## config.mk

```make
export PLATFORM = sky130hd
export DESIGN_NAME = lru_ctrl
export DESIGN_NICKNAME = d
export VERILOG_FILES = /design/src/rtl/core/lru_pkg.sv /design/src/rtl/core/lru_ctrl.sv
export SDC_FILE = /design/constraint.sdc
export NUM_CORES = 1
export LEC_CHECK = 0
export ABC_AREA = 1
export BUFFER_PORTS_ARGS = -buffer_cell sky130_fd_sc_hd__clkbuf_2
export CAP_MARGIN = 20
export CORE_ASPECT_RATIO = 0.7
export CORE_MARGIN = 5
export CORE_UTILIZATION = 56
export CTS_CLUSTER_DIAMETER = 200
export DETAILED_ROUTE_END_ITERATION = 8
export GPL_ROUTABILITY_DRIVEN = 0
export MAX_ROUTING_LAYER = met4
export PLACE_DENSITY_LB_ADDON = 0.3
export REMOVE_ABC_BUFFERS = 1
export SYNTH_ARGS = -nofsm -noshare
export SYNTH_HDL_FRONTEND = slang
export SYNTH_SLANG_ARGS = --single-unit
```

## constraint.sdc

```tcl
create_clock -name clk_i -period 5 [get_ports clk_i]
set_clock_uncertainty 0.1 [all_clocks]
set_input_delay 0.25 -clock clk_i [delete_from_list [all_inputs] [get_ports clk_i]]
set_output_delay 0.25 -clock clk_i [all_outputs]
set_load 0.01 [all_outputs]
```

## src/rtl/core/lru_pkg.sv

```systemverilog
// Shared types and constants of the block cache tag manager.
// Used by the controller, the datapath and the top level; no dependencies.
package lru_pkg;

  // Operation codes carried in func.
  localparam logic [2:0] FuncProbe = 3'd0;
  localparam logic [2:0] FuncTouch = 3'd1;
  localparam logic [2:0] FuncMerge = 3'd2;
  localparam logic [2:0] FuncInsert = 3'd3;
  localparam logic [2:0] FuncClean = 3'd4;
  localparam logic [2:0] FuncEvict = 3'd5;

  // Result status codes.
  localparam logic [1:0] StatusOk = 2'd0;
  localparam logic [1:0] StatusAbsent = 2'd1;
  localparam logic [1:0] StatusNoVictim = 2'd2;

  // Controller states, one-hot.
  typedef enum logic [5:0] {
    StIdle   = 6'b000001,
    StLookup = 6'b000010,
    StDecide = 6'b000100,
    StEvict  = 6'b001000,
    StApply  = 6'b010000,
    StOut    = 6'b100000
  } lru_state_e;

  // Commands from controller to datapath.
  typedef struct packed {
    logic lookup;   // register the key search and the LRU clean search
    logic evict;    // drop the registered LRU clean entry
    logic promote;  // move the hit entry to most recent
    logic set_dirty;
    logic clr_dirty;
    logic add;      // add the key dirty as most recent
  } lru_cmd_t;

  // Status from datapath to controller.
  typedef struct packed {
    logic hit;
    logic clean_found;
    logic full;     // used count at or above the effective capacity
    logic empty;
  } lru_sts_t;

endpackage

```

## src/rtl/core/lru_ctrl.sv

```systemverilog
// Controller of the block cache tag manager: sequences lookup, eviction,
// update and result beats. Depends on lru_pkg.
module lru_ctrl import lru_pkg::*; (
  input  logic        clk_i,
  input  logic        rst_ni,
  input  logic        in_valid_i,
  output logic        in_ready_o,
  input  logic [2:0]  func_i,
  input  logic [6:0]  want_i,
  input  lru_sts_t    sts_i,
  output lru_cmd_t    cmd_o,
  output logic        out_valid_o,
  input  logic        out_ready_i,
  output logic        hit_o,
  output logic [1:0]  status_o,
  output logic [6:0]  evicted_o,
  output logic        flush_o
);

  lru_state_e state_q, state_d;
  logic [2:0] func_q;
  logic [6:0] want_q;
  logic [6:0] ev_q, ev_d;
  logic       hit_q, hit_d, flush_q, flush_d;
  logic [1:0] status_q, status_d;
  logic       is_add;

  assign in_ready_o = (state_q == StIdle);
  assign is_add = (func_q == FuncMerge) || (func_q == FuncInsert);

  // State sequencing and command decode. After each eviction the searches
  // are run again so that the next victim is taken from the updated store.
  always_comb begin
    state_d = state_q;
    cmd_o = '0;
    ev_d = ev_q;
    hit_d = hit_q;
    flush_d = flush_q;
    status_d = status_q;
    unique case (state_q)
      StIdle: begin
        if (in_valid_i) begin
          state_d = StLookup;
          ev_d = '0;
          flush_d = 1'b0;
          status_d = StatusOk;
        end
      end
      StLookup: begin
        cmd_o.lookup = 1'b1;
        state_d = StDecide;
      end
      StDecide: begin
        hit_d = (func_q != FuncEvict) && sts_i.hit;
        state_d = StApply;
        if (func_q == FuncEvict) begin
          // An evict on a cache that was empty at the start does nothing.
          if ((!sts_i.empty || ev_q != 7'd0) && (ev_q < want_q)) begin
            if (sts_i.clean_found) state_d = StEvict;
            else begin
              flush_d = 1'b1;
              state_d = StOut;
            end
          end else state_d = StOut;
        end else if (is_add && !sts_i.hit && sts_i.full) begin
          if (sts_i.clean_found) state_d = StEvict;
          else begin
            flush_d = 1'b1;
            status_d = StatusNoVictim;
            state_d = StOut;
          end
        end
      end
      StEvict: begin
        cmd_o.evict = 1'b1;
        ev_d = ev_q + 7'd1;
        state_d = StLookup;
      end
      StApply: begin
        state_d = StOut;
        case (func_q)
          FuncTouch: cmd_o.promote = sts_i.hit;
          FuncMerge, FuncInsert: begin
            if (sts_i.hit) begin
              cmd_o.promote = 1'b1;
              cmd_o.set_dirty = (func_q == FuncInsert);
            end else cmd_o.add = 1'b1;
          end
          FuncClean: begin
            if (sts_i.hit) cmd_o.clr_dirty = 1'b1;
            else status_d = StatusAbsent;
          end
          default: ;
        endcase
      end
      StOut: begin
        if (out_ready_i) state_d = StIdle;
      end
      default: state_d = StIdle;
    endcase
  end

  always_ff @(posedge clk_i or negedge rst_ni) begin
    if (!rst_ni) begin
      state_q <= StIdle;
      ev_q <= '0;
      hit_q <= 1'b0;
      flush_q <= 1'b0;
      status_q <= StatusOk;
    end else begin
      state_q <= state_d;
      ev_q <= ev_d;
      hit_q <= hit_d;
      flush_q <= flush_d;
      status_q <= status_d;
    end
  end

  always_ff @(posedge clk_i) begin
    if (in_valid_i && in_ready_o) begin
      func_q <= func_i;
      want_q <= want_i;
    end
  end

  assign out_valid_o = (state_q == StOut);
  assign hit_o = hit_q;
  assign status_o = status_q;
  assign evicted_o = ev_q;
  assign flush_o = flush_q;

  assert property (@(posedge clk_i) disable iff (!rst_ni) $onehot(state_q))
    else $error("state not one-hot");
  assert property (@(posedge clk_i) disable iff (!rst_ni)
    (state_q == StEvict) |=> (state_q == StLookup))
    else $error("evict not followed by lookup");
  assert property (@(posedge clk_i) disable iff (!rst_ni)
    (out_valid_o && !out_ready_i) |=> $stable(ev_q))
    else $error("result changed while stalled");

endmodule

```

==> results.json <==
{
  "hold_viol_final": 0,
  "drtPass1Iterations": 4,
  "slowest_stage": "nor2_1",
  "n_antenna_cell": 0,
  "die_y_um": 53.5,
  "synth_top_cell_area_share_pct": 26.5,
  "vias": 1330,
  "critical_path_buf_inv_count": 1,
  "timing.critical_path.arrival_ns": 1.89,
  "wl_per_cell_um": 13.5,
  "ys.flop_type": "dfrtp_1",
  "worstHoldPathType": "input pin to register",
  "end_kind": "register",
  "synth_edf_count": 10,
  "insertion_delay_ns": 0.27,
  "ant_nets": 0,
  "netlist_area_um2": 1510,
  "rsz0062_at_grt": "false",
  "drc": 0,
  "synth_largest_area_cell": "dfrtp_1",
  "nNetsFinal": 244,
  "grt_pass1_wl_um": 5750,
  "drv_slew": 0,
  "path_clk_slew_ns": 0.09,
  "fin_setup_tns_ns": 0,
  "drive_gt1_share_pct": 24.4,
  "path_class": "register to register",
  "die_width_um": 72.1,
  "crit_family": "simple AND/OR/NAND/NOR gates",
  "status": "finished clean",
  "die_area_um2": 3860,
  "boundaryPins": 37,
  "drt_iter0_markers": 139,
  "cts_tree": "yes",
  "htreeDepth": 1,
  "yosysSeqAreaShare_pct": 48.1,
  "path_common_cell": "nor2_1",
  "synth_cell_types": 26,
  "ir_worst_vdd_v": 0.000241,
  "synth_cells": 177,
  "setup_viol": 0,
  "cts_buffer_depth": 2,
  "yosys-top-cells-area": "dfrtp_1, edfxtp_1, nand2_1",
  "wl_um": 3390,
  "synth_common_cells": "nand2_1, inv_1, dfrtp_1, nand3_1, nor2_1",
  "maxCapViolCount": 0,
  "leakage_nw": 0.965,
  "startpoint_type": "register",
  "yosysMostFrequentCell": "nand2_1",
  "globalRoute.totalOverflow": 0,
  "fp-row-count": 15,
  "cts_buffers": 3,
  "io_buffers": 36,
  "groute.usage.overall_pct": 20.1,
  "slew_headroom_pct": 49.5,
  "cp_cell_sequence": "inv_1 -> nor2_1 -> nand3_1 -> nor2_1",
  "grt_pass1_vias": 1287,
  "viasPerCell": 5.30,
  "slowest_delay_ns": 0.65,
  "grt_max_degree": 18,
  "core_um2": 2510,
  "synth-async-reset-ratio_pct": 63.0,
  "initial_utilization_pct": 60.1,
  "fmax_ghz": 0.480,
  "grt_antenna_before_repair": 0,
  "worst-endpoint-required_ns": 4.81,
  "layout_min_cycle_time_ns": 2.08,
  "worst_pin_slew_ns": 0.754,
  "syn_to_final_growth_pct": 17.9,
  "syn_area_per_cell_um2": 8.55,
  "power.density_nw_per_um2": 391,
  "place_hpwl_um": 2710,
  "ys_warn_count": 0,
  "cp_max_fo": 10,
  "cts_root_buf": "clkbuf_8",
  "cts.sinks": 27,
  "final_core_util_pct": 70.9,
  "synth-seq-cells": 27,
  "post-route-period-util_pct": 41.7
}
state kept, by name, indices dropped and copies added (netlist names):
register,count
status_o,2
want_q,7
state_q,6
hit_o,1
evicted_o,7
flush_o,1
func_q,3
worst register-to-register path: cells and delay by family, from the launching register on:
family	cells	cell delay (ns)
buf+inv	1	0.06
flops	1	0.57
simple gates	3	0.99
repair_timing:
action	CTS	global route
resized for setup	0	0
hold buffers	1	0
buffers inserted	0	0
endpoints found under the hold margin	16	0
setup endpoints to repair	0	0
through the flow:
step	hold WS (ns)	instance area [µm²]	power (W)	setup slack [ns]	std cells
finish	0.0483	1780	0.000698	2.92	251
detailed placement	0.114	1730	0.000576	2.92	246
global route	0.0356	1780	0.000747	2.79	251
CTS	0.0473	1780	0.000698	2.91	251
floorplan	-0.146	1510	0.000498	3.19	176
global placement	0.0993	1730	0.000561	3.01	246
path summary, 6_finish.rpt:
path / start / end / slack, ns / cells after the start
setup reg to reg: state_q[0]$_DFFE_PN1P_ / want_q[6]$_DFFE_PP_ / 2.92 / 4
setup / recovery: state_q[0]$_DFFE_PN1P_ / want_q[6]$_DFFE_PP_ / 2.92 / 4
min in group asynchronous: rst_ni / evicted_o[5]$_DFFE_PN0P_ / 0.33 / 2
hold / removal: func_i[1] / func_q[1]$_DFFE_PP_ / 0.05 / 1
max in group asynchronous: rst_ni / state_q[0]$_DFFE_PN1P_ / 4.13 / 2
hold reg to reg: flush_o$_DFFE_PN0P_ / flush_o$_DFFE_PN0P_ / 0.38 / 2
cell type report:
cell class,instances,area (µm²)
Inverter,30,113
Multi-Input combinational cell,119,666
Sequential cell,27,727
Clock buffer,4,45.0
Fill cell,210,732
Tap cell,34,42.5
Timing Repair Buffer,37,190
kinds of logic after synthesis:
group                    after synthesis  share of synthesized area [%]
AND/OR/NAND/NOR                       93                           29.8
AO/OA/AOI/OAI                         14                           5.29
flip-flops                            27                           48.1
buffers and inverters                 31                           7.94
XOR/XNOR                               4                           2.32
adder cells (fa/ha/maj)                8                           6.62
layout by cell type, fill, tap and decap left out:
| cell type | count |
|---|---|
| a21o_1 | 1 |
| a21oi_1 | 4 |
| and2_1 | 1 |
| clkbuf_1 | 1 |
| clkbuf_2 | 36 |
| clkbuf_8 | 3 |
| dfrtp_1 | 16 |
| dfstp_2 | 1 |
| dlygate4sd3_1 | 1 |
| edfxtp_1 | 10 |
| ha_1 | 8 |
| inv_1 | 28 |
| inv_2 | 2 |
| nand2_1 | 39 |
| nand2_2 | 3 |
| nand3_1 | 14 |
| nand3_2 | 1 |
| nand4_1 | 7 |
| nand4_2 | 1 |
| nor2_1 | 13 |
| nor2_2 | 3 |
| nor2_4 | 3 |
| nor3_1 | 7 |
| nor4_1 | 1 |
| o21ai_0 | 3 |
| o21ai_1 | 2 |
| o22ai_1 | 2 |
| o31ai_1 | 2 |
| xor2_1 | 4 |
layer usage:
layer	up-vias	share of wire [%]	track usage [%]
li1	661	-	-
met1	616	45	26.0
met2	51	47	31.7
met3	2	7.1	5.31
met4	0	0.41	5.00
met5	-	0	-
report_power, final:
part           internal, W  total (W)  switching [W]
combinational    0.0000848   0.000261       0.000177
sequential        0.000282   0.000312      0.0000299
clock            0.0000571   0.000125      0.0000674
No activity file was read; power rests on OpenSTA's default activity.
